`config.mk`:
```
export PLATFORM = sky130hd
export DESIGN_NAME = autoranging_adc_accumulator
export DESIGN_NICKNAME = d
export VERILOG_FILES = /design/src/sv/aac_pkg.sv /design/src/sv/aac_chan.sv /design/src/sv/autoranging_adc_accumulator.sv
export SDC_FILE = /design/constraint.sdc
export NUM_CORES = 1
export LEC_CHECK = 0
export ABC_CLOCK_PERIOD_IN_PS = 9440
export BUFFER_PORTS_ARGS = -buffer_cell sky130_fd_sc_hd__buf_4
export CAP_MARGIN = 5
export CORE_MARGIN = 3
export CORE_UTILIZATION = 40
export DETAILED_ROUTE_END_ITERATION = 7
export GPL_TIMING_DRIVEN = 0
export PLACE_DENSITY = 0.56
export SLEW_MARGIN = 20
export SYNTH_ARGS = -nofsm -noshare
export SYNTH_HDL_FRONTEND = slang
export SYNTH_HIERARCHICAL = 1
export SYNTH_SLANG_ARGS = --single-unit
```
`constraint.sdc`:
```
create_clock -name clock -period 9.44 [get_ports clock]
set_input_delay 0.472 -clock clock [delete_from_list [all_inputs] [get_ports clock]]
set_output_delay 0.472 -clock clock [all_outputs]
set_load 0.005 [all_outputs]
```
`src/sv/aac_pkg.sv`:
```
package aac_pkg;

   localparam int SAMPLE_BITS   = 10;
   localparam int RANGE_BITS    = 3;
   localparam int COUNT_BITS    = 8;
   localparam int HOLD_BITS     = 8;
   localparam int SQ_BITS       = 32;
   localparam int LVL_BITS      = 24;
   localparam int DIFF_BITS     = SAMPLE_BITS + 1;
   localparam int PROD_BITS     = 2 * DIFF_BITS;
   localparam int CSR_ADDR_BITS = 3;
   localparam int CSR_DATA_BITS = 10;
   localparam int REQ_DATA_BITS = 16;
   localparam int REQ_USER_BITS = 3;
   localparam int RSP_DATA_BITS = 88;

   localparam logic [SAMPLE_BITS-1:0] SAT_HIGH_RESET = SAMPLE_BITS'(1000);
   localparam logic [SAMPLE_BITS-1:0] SAT_LOW_RESET  = SAMPLE_BITS'(23);
   localparam logic [HOLD_BITS-1:0]   HOLD_RESET     = HOLD_BITS'(4);
   localparam logic [SAMPLE_BITS-1:0] VGROUND_RESET  = SAMPLE_BITS'(512);
   localparam logic [COUNT_BITS-1:0]  COUNT_MAX      = '1;
   localparam logic [SQ_BITS-1:0]     SQ_MAX         = '1;
   localparam logic [LVL_BITS-1:0]    LVL_MAX        = '1;
   localparam logic [SAMPLE_BITS-1:0] PEAK_LOW_RESET = '1;

   typedef enum logic [1:0] {
      CMD_SAMPLE = 2'd0,
      CMD_CLEAR  = 2'd1,
      CMD_SET    = 2'd2
   } command_type;

   typedef enum logic [CSR_ADDR_BITS-1:0] {
      CSR_SAT_HIGH   = 3'd0,
      CSR_SAT_LOW    = 3'd1,
      CSR_HOLD       = 3'd2,
      CSR_RMS_MODE   = 3'd3,
      CSR_VGROUND_HV = 3'd4,
      CSR_VGROUND_FB = 3'd5
   } csr_index_type;

   typedef struct packed {
      logic [SAMPLE_BITS-1:0] sat_high;
      logic [SAMPLE_BITS-1:0] sat_low;
      logic [HOLD_BITS-1:0]   hold_reload;
      logic                   rms_mode;
      logic [SAMPLE_BITS-1:0] vground;
   } chan_cfg_type;

   typedef struct packed {
      logic                   sample_en;
      logic                   clear_en;
      logic                   set_en;
      logic [SAMPLE_BITS-1:0] sample;
      logic [RANGE_BITS-1:0]  set_index;
   } chan_op_type;

   typedef struct packed {
      logic [RANGE_BITS-1:0]  range_idx;
      logic [COUNT_BITS-1:0]  sat_count;
      logic [HOLD_BITS-1:0]   holdoff;
      logic [SQ_BITS-1:0]     sq_sum;
      logic [LVL_BITS-1:0]    lvl_sum;
      logic [SAMPLE_BITS-1:0] peak_high;
      logic [SAMPLE_BITS-1:0] peak_low;
   } chan_state_type;

endpackage

```
`src/sv/aac_chan.sv`:
```
module aac_chan
   import aac_pkg::*;
(
   input  logic           clock,
   input  logic           reset,
   input  chan_op_type    op,
   input  chan_cfg_type   cfg,
   output chan_state_type state_in,
   output chan_state_type state_ff,
   output logic           limit_hit
);

   logic                        out_of_range;
   logic signed [DIFF_BITS-1:0] diff;
   logic signed [PROD_BITS-1:0] prod;
   logic [SQ_BITS:0]            sq_total;
   logic [LVL_BITS:0]           lvl_total;

   assign out_of_range = (op.sample > cfg.sat_high) || (op.sample < cfg.sat_low);
   assign diff = $signed({1'b0, op.sample}) - $signed({1'b0, cfg.vground});
   assign prod = diff * diff;
   assign sq_total = {1'b0, state_ff.sq_sum} + (SQ_BITS + 1)'(unsigned'(prod));
   assign lvl_total = {1'b0, state_ff.lvl_sum} + (LVL_BITS + 1)'(op.sample);

   always_comb begin
      state_in  = state_ff;
      limit_hit = 1'b0;
      if (op.clear_en) begin
         state_in.sat_count = '0;
         state_in.holdoff   = '0;
         state_in.sq_sum    = '0;
         state_in.lvl_sum   = '0;
         state_in.peak_high = '0;
         state_in.peak_low  = PEAK_LOW_RESET;
      end else if (op.set_en) begin
         state_in.range_idx = op.set_index;
      end else if (op.sample_en) begin
         if (out_of_range) begin
            if (state_ff.holdoff == '0) begin
               if (state_ff.sat_count != COUNT_MAX) begin
                  state_in.sat_count = state_ff.sat_count + COUNT_BITS'(1);
               end
               if (state_ff.range_idx != '0) begin
                  state_in.range_idx = state_ff.range_idx - RANGE_BITS'(1);
               end else begin
                  limit_hit = 1'b1;
               end
               state_in.holdoff = cfg.hold_reload;
            end else begin
               state_in.holdoff = state_ff.holdoff - HOLD_BITS'(1);
            end
         end else if (cfg.rms_mode) begin
            state_in.sq_sum  = sq_total[SQ_BITS] ? SQ_MAX : sq_total[SQ_BITS-1:0];
            state_in.lvl_sum = lvl_total[LVL_BITS] ? LVL_MAX : lvl_total[LVL_BITS-1:0];
         end else begin
            if (op.sample > state_ff.peak_high) begin
               state_in.peak_high = op.sample;
            end
            if (op.sample < state_ff.peak_low) begin
               state_in.peak_low = op.sample;
            end
         end
      end
   end

   always_ff @(posedge clock) begin
      if (reset) begin
         state_ff.range_idx <= '0;
         state_ff.sat_count <= '0;
         state_ff.holdoff   <= '0;
         state_ff.sq_sum    <= '0;
         state_ff.lvl_sum   <= '0;
         state_ff.peak_high <= '0;
         state_ff.peak_low  <= PEAK_LOW_RESET;
      end else begin
         state_ff <= state_in;
      end
   end

endmodule

```
`src/sv/autoranging_adc_accumulator.sv`:
```
// Channel  Direction  Handshake               Word
// req      in         req_tvalid/req_tready   command, channel, sample, resistor index
// rsp      out        rsp_tvalid/rsp_tready   status and window state of that channel
// csr      in         csr_wen                 register write, no read-back
//
// An accepted word lands in an input register, then one pass through the channel
// update fills the result register. One word is accepted per cycle while the result
// register is empty or being taken; the squaring multiply and the 32-bit saturating
// add lie between the two registers. Synchronous active-high reset restores the register
// defaults and clears both windows. A stalled result holds the pipeline; the input
// register still takes one word.
module autoranging_adc_accumulator
   import aac_pkg::*;
#(
   parameter int HV_TOP_INDEX = 2,
   parameter int FB_TOP_INDEX = 4
)
(
   input  logic                     clock,
   input  logic                     reset,
   input  logic                     req_tvalid,
   output logic                     req_tready,
   // sample [9:0], resistor_setting [12:10], zero [15:13]
   input  logic [REQ_DATA_BITS-1:0] req_tdata,
   // command [1:0], channel [2]
   input  logic [REQ_USER_BITS-1:0] req_tuser,
   output logic                     rsp_tvalid,
   input  logic                     rsp_tready,
   // range_index [2:0], saturation_count [10:3], limit_exceeded [11],
   // square_sum [43:12], level_sum [67:44], peak_high [77:68], peak_low [87:78]
   output logic [RSP_DATA_BITS-1:0] rsp_tdata,
   // status [0]
   output logic                     rsp_tuser,
   input  logic                     csr_wen,
   input  logic [CSR_ADDR_BITS-1:0] csr_addr,
   input  logic [CSR_DATA_BITS-1:0] csr_wdata
);

   localparam logic [RANGE_BITS-1:0] HvTop = RANGE_BITS'(HV_TOP_INDEX);
   localparam logic [RANGE_BITS-1:0] FbTop = RANGE_BITS'(FB_TOP_INDEX);

   logic [SAMPLE_BITS-1:0] sat_high_ff;
   logic [SAMPLE_BITS-1:0] sat_low_ff;
   logic [HOLD_BITS-1:0]   hold_reload_ff;
   logic                   rms_mode_ff;
   logic [SAMPLE_BITS-1:0] vground_hv_ff;
   logic [SAMPLE_BITS-1:0] vground_fb_ff;

   logic                   in_valid_ff;
   logic [1:0]             in_cmd_ff;
   logic                   in_chan_ff;
   logic [SAMPLE_BITS-1:0] in_sample_ff;
   logic [RANGE_BITS-1:0]  in_index_ff;

   logic                     rsp_valid_ff;
   logic                     rsp_status_ff;
   logic [RSP_DATA_BITS-1:0] rsp_data_ff;
   logic                     rsp_status_in;
   logic [RSP_DATA_BITS-1:0] rsp_data_in;

   logic                   limit_flag_ff;
   logic                   limit_flag_in;
   logic                   advance;
   logic                   fire;
   logic                   set_ok;
   logic                   is_sample;
   logic                   is_clear;
   logic                   is_set;
   logic                   is_bad;
   chan_op_type            op_hv;
   chan_op_type            op_fb;
   chan_cfg_type           cfg_hv;
   chan_cfg_type           cfg_fb;
   chan_state_type         hv_in;
   chan_state_type         hv_ff;
   chan_state_type         fb_in;
   chan_state_type         fb_ff;
   chan_state_type         sel_in;
   logic                   hit_hv;
   logic                   hit_fb;

   assign advance    = !rsp_valid_ff || rsp_tready;
   assign fire       = in_valid_ff && advance;
   assign req_tready = !in_valid_ff || advance;
   assign rsp_tvalid = rsp_valid_ff;
   assign rsp_tdata  = rsp_data_ff;
   assign rsp_tuser  = rsp_status_ff;

   always_ff @(posedge clock) begin
      if (reset) begin
         sat_high_ff    <= SAT_HIGH_RESET;
         sat_low_ff     <= SAT_LOW_RESET;
         hold_reload_ff <= HOLD_RESET;
         rms_mode_ff    <= 1'b0;
         vground_hv_ff  <= VGROUND_RESET;
         vground_fb_ff  <= VGROUND_RESET;
      end else if (csr_wen) begin
         unique case (csr_index_type'(csr_addr))
            CSR_SAT_HIGH:   sat_high_ff    <= csr_wdata[SAMPLE_BITS-1:0];
            CSR_SAT_LOW:    sat_low_ff     <= csr_wdata[SAMPLE_BITS-1:0];
            CSR_HOLD:       hold_reload_ff <= csr_wdata[HOLD_BITS-1:0];
            CSR_RMS_MODE:   rms_mode_ff    <= csr_wdata[0];
            CSR_VGROUND_HV: vground_hv_ff  <= csr_wdata[SAMPLE_BITS-1:0];
            CSR_VGROUND_FB: vground_fb_ff  <= csr_wdata[SAMPLE_BITS-1:0];
            default: begin
            end
         endcase
      end
   end

   always_ff @(posedge clock) begin
      if (reset) begin
         in_valid_ff <= 1'b0;
      end else if (req_tready) begin
         in_valid_ff <= req_tvalid;
      end
   end

   always_ff @(posedge clock) begin
      if (req_tready && req_tvalid) begin
         in_cmd_ff    <= req_tuser[1:0];
         in_chan_ff   <= req_tuser[2];
         in_sample_ff <= req_tdata[SAMPLE_BITS-1:0];
         in_index_ff  <= req_tdata[SAMPLE_BITS+RANGE_BITS-1:SAMPLE_BITS];
      end
   end

   always_comb begin
      is_sample = 1'b0;
      is_clear  = 1'b0;
      is_set    = 1'b0;
      is_bad    = 1'b0;
      unique case (command_type'(in_cmd_ff))
         CMD_SAMPLE: is_sample = 1'b1;
         CMD_CLEAR:  is_clear  = 1'b1;
         CMD_SET:    is_set    = 1'b1;
         default:    is_bad    = 1'b1;
      endcase
   end

   assign set_ok = in_chan_ff ? (in_index_ff <= FbTop) : (in_index_ff <= HvTop);

   always_comb begin
      op_hv.sample_en = fire && is_sample && !in_chan_ff;
      op_hv.clear_en  = fire && is_clear;
      op_hv.set_en    = fire && is_set && set_ok && !in_chan_ff;
      op_hv.sample    = in_sample_ff;
      op_hv.set_index = in_index_ff;
      op_fb.sample_en = fire && is_sample && in_chan_ff;
      op_fb.clear_en  = fire && is_clear;
      op_fb.set_en    = fire && is_set && set_ok && in_chan_ff;
      op_fb.sample    = in_sample_ff;
      op_fb.set_index = in_index_ff;
   end

   always_comb begin
      cfg_hv.sat_high    = sat_high_ff;
      cfg_hv.sat_low     = sat_low_ff;
      cfg_hv.hold_reload = hold_reload_ff;
      cfg_hv.rms_mode    = rms_mode_ff;
      cfg_hv.vground     = vground_hv_ff;
      cfg_fb             = cfg_hv;
      cfg_fb.vground     = vground_fb_ff;
   end

   aac_chan u_chan_hv (
      .clock     (clock),
      .reset     (reset),
      .op        (op_hv),
      .cfg       (cfg_hv),
      .state_in  (hv_in),
      .state_ff  (hv_ff),
      .limit_hit (hit_hv)
   );

   aac_chan u_chan_fb (
      .clock     (clock),
      .reset     (reset),
      .op        (op_fb),
      .cfg       (cfg_fb),
      .state_in  (fb_in),
      .state_ff  (fb_ff),
      .limit_hit (hit_fb)
   );

   always_comb begin
      limit_flag_in = limit_flag_ff;
      if (op_hv.clear_en) begin
         limit_flag_in = 1'b0;
      end else if (hit_hv || hit_fb) begin
         limit_flag_in = 1'b1;
      end
   end

   always_ff @(posedge clock) begin
      if (reset) begin
         limit_flag_ff <= 1'b0;
      end else begin
         limit_flag_ff <= limit_flag_in;
      end
   end

   assign sel_in        = in_chan_ff ? fb_in : hv_in;
   assign rsp_status_in = is_bad || (is_set && !set_ok);
   assign rsp_data_in   = {sel_in.peak_low, sel_in.peak_high, sel_in.lvl_sum,
                           sel_in.sq_sum, limit_flag_in, sel_in.sat_count,
                           sel_in.range_idx};

   always_ff @(posedge clock) begin
      if (reset) begin
         rsp_valid_ff <= 1'b0;
      end else if (advance) begin
         rsp_valid_ff <= in_valid_ff;
      end
   end

   always_ff @(posedge clock) begin
      if (fire) begin
         rsp_status_ff <= rsp_status_in;
         rsp_data_ff   <= rsp_data_in;
      end
   end

`ifndef ASSERT_OFF
   a_hv_range: assert property (@(posedge clock) disable iff (reset)
      hv_ff.range_idx <= HvTop)
      else $error("high-voltage range index above its top");

   a_fb_range: assert property (@(posedge clock) disable iff (reset)
      fb_ff.range_idx <= FbTop)
      else $error("feedback range index above its top");

   a_limit_cause: assert property (@(posedge clock) disable iff (reset)
      $rose(limit_flag_ff) |-> $past(hit_hv || hit_fb))
      else $error("limit flag set without a saturation at the lowest index");

   a_hold_word: assert property (@(posedge clock) disable iff (reset)
      in_valid_ff && !advance |=> in_valid_ff)
      else $error("buffered word lost during a result stall");
`endif

endmodule

```
# After elaboration in Yosys (flattened, before gate mapping)

Cells that the tools add are included.

$add $sub $neg: 12
Multipliers: 2
Order comparisons: 8
Equal/unequal tests: 9
Mux-type cells: 54
Reductions and logical operators: 33

Operator list:

| operator              | count |
|---|---|
| $mux W92              | 4 |
| $mux W95              | 3 |
| $mux W76              | 2 |
| $mux W56              | 2 |
| $add A32 B22 Y33      | 2 |
| $mux W32              | 2 |
| $add A24 B10 Y25      | 2 |
| $mux W24              | 2 |
| $mul A11 B11 Y22      | 2 |
| $mux W10              | 4 |
| $mux W20              | 2 |
| $mux W19              | 2 |
| $mux W8               | 4 |
| $gt A10 B10 Y1        | 3 |
| $lt A10 B10 Y1        | 3 |
| $mux W11              | 2 |
| $sub A10 B10 Y11      | 2 |
| $mux W1               | 19 |
| $mux W3               | 6 |
| $add A8 B1 Y8 const B | 2 |
| $logic_not A8 Y1      | 2 |
| $ne A8 B8 Y1 const B  | 2 |
| $sub A8 B1 Y8 const B | 2 |
| $reduce_and A2 Y1     | 6 |
| other kinds (15)      | 36 |

Register bits: 347
Output and inout port bits: 91
Logic and storage cells: 147

# Longest topological paths before layout

Gate-level depths: netlist of the first run.

Word-level depth: 11
Mapped depth: 43

# Hierarchy

Netlist of the first run, hierarchy kept.

By module, submodules not included:

| module                      | instances | cells each | area each (sq um) | seq. area each (sq um) |
|---|---|---|---|---|
| aac_chan at u_chan_hv       | 1         | 1545       | 12218.0           | 1901.8 |
| aac_chan at u_chan_fb       | 1         | 1518       | 11967.7           | 1901.8 |
| autoranging_adc_accumulator | 1         | 429        | 6203.4            | 4194.0 |

# Worst setup path after synthesis of the first run

No wires, ideal clock.

Kind: reg2reg
Start point: register in_sample_ff[1]
End point: register rsp_data_ff[39] (netlist: rsp_tdata[39]), data pin
Arrival time: 9439 ps
Path slack: -259 ps
Stages on the path, launching flop included: 41
Buffers on the path: 3
Cell sequence: edfxtp_1 ha_1 nor2b_1 o21ai_0 a21boi_0 o21a_1 o21ai_0 nand2b_1 xnor2_1 inv_1 clkbuf_1 nand2_1 fa_1 fa_1 fa_1 inv_1 fa_1 inv_1 [... 5 more ...] o31ai_1 o41a_1 a211oi_1 o21ai_0 a21oi_1 xnor2_1 ha_1 nand2_1 nor3_1 a2111oi_0 o2111ai_1 nand3_2 and3_1 buf_2 buf_2 and3_1 nor3_1 mux2_2

RTL lines:

| item                   | RTL line                           | text |
|---|---|---|
| from (decl)            | autoranging_adc_accumulator.sv:52  | `logic [SAMPLE_BITS-1:0] in_sample_ff;` |
| from (signal assigned) | autoranging_adc_accumulator.sv:123 | `in_sample_ff <= req_tdata[SAMPLE_BITS-1:0];` |
| to (signal assigned)   | autoranging_adc_accumulator.sv:220 | `rsp_data_ff <= rsp_data_in;` |
| to (decl)              | autoranging_adc_accumulator.sv:57  | `logic [RSP_DATA_BITS-1:0] rsp_data_ff;` |

==> results of run 1 <==
-- layout make-up --
class | count | area [um2] | area share [%]
well taps | 969 | 1210 | 3.28
repair buffers | 258 | 2170 | 5.87
multi-input cells | 2544 | 21700 | 58.7
clock buffers | 59 | 1240 | 3.35
flip-flops and latches | 347 | 8000 | 21.6
plain buffers | 121 | 631 | 1.71
diodes | 2 | 5.00 | 0.0135
inverters | 463 | 1780 | 4.80
clock inverters | 18 | 224 | 0.606
-- metal layers --
metal | routed length (um) | vias up | global-route usage, %
met5 | 0 | - | 0
met4 | 3090 | 0 | 7.45
met3 | 5030 | 138 | 2.38
met2 | 46300 | 732 | 41.3
met1 | 43400 | 12709 | 33.7
li1 | - | 12521 | -
-- worst max path at each step --
| stage | cells past startpoint | from | end |
|---|---|---|---|
| final | 38 | in_sample_ff[0] | rsp_tdata[12] |
| after global routing | 40 | in_sample_ff[0] | rsp_tdata[39] |
| after CTS | 43 | in_sample_ff[0] | rsp_tdata[39] |
| after detailed placement | 41 | in_sample_ff[0] | rsp_tdata[35] |
| after global placement | 35 | in_sample_ff[1] | rsp_tdata[35] |
| after floorplan | 42 | in_sample_ff[0] | rsp_tdata[39] |
-- stage by stage --
step	setup TNS [ns]	cell area, um2	cells
finish	0	37000	4781
global route	-6.44	37000	4779
CTS	-1.48	36100	4738
detailed placement	-196.47	32700	4581
global placement	-190.96	32500	4569
floorplan	0	30400	3478
-- timing repair --
action | CTS | global route
cloned | 3 | 0
setup buffers | 79 | 43
setup endpoints to repair | 96 | 91
resized for setup | 265 | 128
pin swaps | 72 | 98
-- worst register-to-register path: cells and delay by family (launching register included) --
kind / cells / cell delay (ns)
fa+ha+maj: 9 / 3.51
compound gates: 9 / 2.24
buf+inv: 10 / 1.24
simple gates: 7 / 1.23
flops: 1 / 0.45
xor+xnor: 2 / 0.34
mux: 1 / 0.27
-- sequential cells by signal, indices dropped and copies added (netlist names), 3 cells and up --
name,count
u_chan_fb/state_ff,95
u_chan_hv/state_ff,95
rsp_tdata,88
in_sample_ff,10
sat_high_ff,10
sat_low_ff,10
vground_fb_ff,10
vground_hv_ff,10
hold_reload_ff,8
in_index_ff,3
==> metrics.txt, run 1 <==
fill count between 7000 and 8000; HP Class in -> reg; DRT Wirelength 97800 um; GP Congestion 0.901; post-route ant nets 0; min Tclk post-route 9.38 ns; first-pass GRT wire length about 150000 um; min-delay src req_tdata[4]; setup slack after placement -3.01 ns; vias around 26000; delay-heaviest family, CP adder cells; Setup violations, final 0; vias in the first global route about 26000; most frequent cells in the layout inv_1, nor2_1, dfxtp_1; DRC Markers 19; Final WS setup around 0.060 ns; Tcrit/Tclk final between 90% and 100%; Post-layout nets around 4300; CP bufs+invs 10; Most common cell on crit path fa_1; CP Capture Type flip-flop; FF-to-FF End rsp_tdata[12]; Post-Syn Instances roughly 3500; Die Y between 200 and 300 um; Starting Density just over 40%; DRC marker count from the first detailed-route iteration approximately 2000; max-cap violations 0; Max Transition Viols Final 0; Post-CTS Hold Fix Bufs 0; port bufs 122; Core ar. around 75000 um2; Die W around 280 um; CP peak stage delay approximately 0.54 ns; htree depth 2; clock sinks between 300 and 400; slowest CP cell fa_1; die area just under 80000 um2; Reg2Reg Setup Slack just under 0.06 ns; antenna violations before repair 0; layout cells sized above 1 between 10% and 20%; critical path type reg -> reg; worst reg-to-reg path cell count 38; failing checks DRC; CTS Buf Count 42; Slew headroom 33.7%; GRT Util Overall 24.6%; P&R area growth vs syn 21.8%; status complete, but fails checks; DRT Pass-1 Iters 8; hold worst-path end in_sample_ff[4]; Reg clk slew, reported paths roughly 0.06 ns; post-DR wirelength/cell roughly 20 um; fmax ~0.11 GHz; clk_skew 0.0383 ns; total gr overflow 0; worst slew pin tran slightly below 1 ns; count of final hold-check violations 0; CTS tree built; Clock Latency Late Sink approximately 0.59 ns; Syn Nets 3991; Final Util roughly half; CTS root buf clkbuf_16; crit path DAT approximately 9.8 ns; Avg Inst Size Synth between 8 and 9 um2; number of placement rows 100; HPWL after DPL 74800 um; FF-to-FF Start in_sample_ff[0]; DR vias/cell 5.46; commonest non-fill, non-tap cell in the layout inv_1; highest net fanout along the worst path 10; clock buffer depth 3; unrepaired setup endpoints after global routing true; worst hold stages 1; hold_ws between 0.07 and 0.08 ns; Req. time, crit path approximately 9.9 ns; largest net degree at the start of global routing 57; warnings from Yosys 6; Critical Path Start Type flip-flop; Post-Syn Area ~30000 um2; # IOs roughly 130
Power of run 1 is left out: the tool's default activity adds up to more than one toggle a clock period on the data nets, which glitch-free logic cannot reach.
==> run 2: changes to the inputs <==
--- a/config.mk
+++ b/config.mk
@@ -13,6 +13,7 @@
 export DETAILED_ROUTE_END_ITERATION = 7
 export GPL_TIMING_DRIVEN = 0
 export PLACE_DENSITY = 0.56
+export RECOVER_POWER = 50
 export SLEW_MARGIN = 20
 export SYNTH_ARGS = -nofsm -noshare
 export SYNTH_HDL_FRONTEND = slang
==> run 2 against run 1 <==
Effect of this change: the run ends with capacitance limit, slew limit left; first-iteration DRC count rose by 2.2%; register-to-register slack got worse by 0.05 ns; sequential cell count did not move; cell area fell by 0.31%; highest routed layer unchanged; global-route usage did not move.
==> metrics.txt, run 2 (synthesis gave the netlist of run 1 again) <==
# IOs 128 (unchanged); fill count 7159 (was 7133); worst hold stages 1 (unchanged); FF-to-FF Start in_sample_ff[0] (unchanged); fmax 0.106 GHz (was 0.107 GHz); status complete, but fails checks (unchanged); Slew headroom -121% (was 33.7%); placed insts 4581 (unchanged); crit path DAT 9.88 ns (was 9.83 ns); Post-CTS Hold Fix Bufs 0 (unchanged); Setup violations, final 0 (unchanged); clk_skew 0.0389 ns (was 0.0383 ns); GRT Util Overall 24.6% (unchanged); Reg clk slew, reported paths 0.06 ns (about the same); HPWL after DPL 74800 um (unchanged); min-delay src req_tdata[4] (unchanged); Reg2Reg Setup Slack 0.009 ns (was 0.06 ns); Core ar. 74800 um2 (unchanged); slowest CP cell fa_1 (unchanged); DRC Markers 0 (was 19); htree depth 2 (unchanged); layout cells sized above 1 18.6% (was 19.2%); Seq. cell area 8000 um2 (unchanged); die area 79200 um2 (unchanged); CTS root buf clkbuf_16 (unchanged); Max Transition Viols Final 92 (was 0); Post-layout nets 4290 (unchanged); vias in the first global route 25705 (unchanged); CP Capture Type flip-flop (unchanged); Starting Density 40.5% (unchanged); DRC marker count from the first detailed-route iteration 2033 (was 1990); delay-heaviest family, CP adder cells (unchanged); DRT Wirelength 97700 um (was 97800 um); worst slew pin tran 3.32 ns (was 0.986 ns); DR vias/cell 5.44 (was 5.46); Die W 281 um (unchanged); Die Y 281 um (unchanged); first-pass GRT wire length 151000 um (unchanged); CTS tree built (unchanged); Critical Path Start Type flip-flop (unchanged); HP Class in -> reg (unchanged); Final Util 49.2% (was 49.4%); CTS Buf Count 42 (unchanged); max-cap violations 2 (was 0); hold worst-path end in_sample_ff[4] (unchanged); vias 25995 (was 26100); failing checks capacitance limit, slew limit (was DRC); multi-input logic area 21700 um2 (unchanged); setup slack after placement -3.01 ns (unchanged); count of final hold-check violations 0 (unchanged); Tcrit/Tclk final 99.9% (was 99.4%); Final WS setup 0.00892 ns (was 0.0595 ns); clock buffer depth 3 (unchanged); clock sinks 347 (unchanged); total gr overflow 0 (unchanged); Ant. Diodes 0 (was 2); Non-Filler Instances 4779 (was 4781); commonest non-fill, non-tap cell in the layout inv_1 (unchanged); critical path type reg -> reg (unchanged); FF-to-FF End rsp_tdata[12] (unchanged); post-DR wirelength/cell 20.4 um (was 20.5 um); port bufs 122 (unchanged); GP Congestion 0.901 (unchanged); P&R area growth vs syn 21.5% (was 21.8%); Most common cell on crit path fa_1 (unchanged); most frequent cells in the layout inv_1, nor2_1, dfxtp_1 (unchanged); DRT Pass-1 Iters 7 (was 8); worst reg-to-reg path cell count 38 (unchanged); antenna violations before repair 0 (unchanged); min Tclk post-route 9.43 ns (was 9.38 ns); CP bufs+invs 10 (unchanged); Clock Latency Late Sink 0.58 ns (was 0.59 ns); hold_ws 0.0933 ns (was 0.0724 ns); CP peak stage delay 0.54 ns (about the same); Req. time, crit path 9.89 ns (about the same); post-route ant nets 0 (unchanged); number of placement rows 100 (unchanged); largest net degree at the start of global routing 57 (unchanged); unrepaired setup endpoints after global routing true (unchanged); highest net fanout along the worst path 10 (unchanged)
## run 2: layer usage
metal / track usage, % / routed length [um] / up-vias
met5: 0 / 0 / -
met4: 7.45 / 3020 / 0
met3: 2.38 / 5130 / 135
met2: 41.3 / 46400 / 759
met1: 33.7 / 43200 / 12594
li1: - / - / 12507
## run 2: worst max-delay path by stage
| stage | start | end | slack [ns] | depth (start not counted) |
|---|---|---|---|---|
| floorplan | in_sample_ff[0] | rsp_tdata[39] | 0.005 | 42 |
| global placement | in_sample_ff[1] | rsp_tdata[35] | -2.93 | 35 |
| detailed placement | in_sample_ff[0] | rsp_tdata[35] | -3.01 | 41 |
| CTS | in_sample_ff[0] | rsp_tdata[39] | -0.12 | 43 |
| global route | in_sample_ff[0] | rsp_tdata[39] | -0.28 | 40 |
| finish | in_sample_ff[0] | rsp_tdata[12] | 0.009 | 38 |
## run 2: cell type report
| class | count | share of cell area, % |
|---|---|---|
| clock inverter | 18 | 0.608 |
| buffer | 121 | 1.69 |
| timing repair buffer | 258 | 5.62 |
| multi-input combinational | 2544 | 58.9 |
| tap | 969 | 3.29 |
| sequential | 347 | 21.7 |
| inverter | 463 | 4.81 |
| clock buffer | 59 | 3.36 |
## run 2: metrics by stage
step | setup TNS [ns] | area, um2
3_3_place_gp | -190.96 | 32500
3_5_place_dp | -196.47 | 32700
6_report | 0 | 36800
2_1_floorplan | 0 | 30400
4_1_cts | -1.48 | 36100
5_1_grt | -6.44 | 36800
## run 2: worst reg2reg max path, delay by kind of cell (launching register included)
| family | cells | cell delay [ns] |
|---|---|---|
| AO/OA/AOI/OAI | 9 | 2.25 |
| XOR/XNOR | 2 | 0.34 |
| adder cells (fa/ha/maj) | 9 | 3.50 |
| buffers and inverters | 10 | 1.25 |
| flip-flops | 1 | 0.45 |
| multiplexers | 1 | 0.28 |
| AND/OR/NAND/NOR | 7 | 1.25 |
## run 2: what timing repair did
action / 4_1_cts / 5_1_grt
pin swaps: 72 / 98
endpoints found under the setup margin: 96 / 91
gates cloned: 3 / 0
setup buffers: 79 / 43
resized for setup: 265 / 128
Power of run 2 is left out for the same reason.
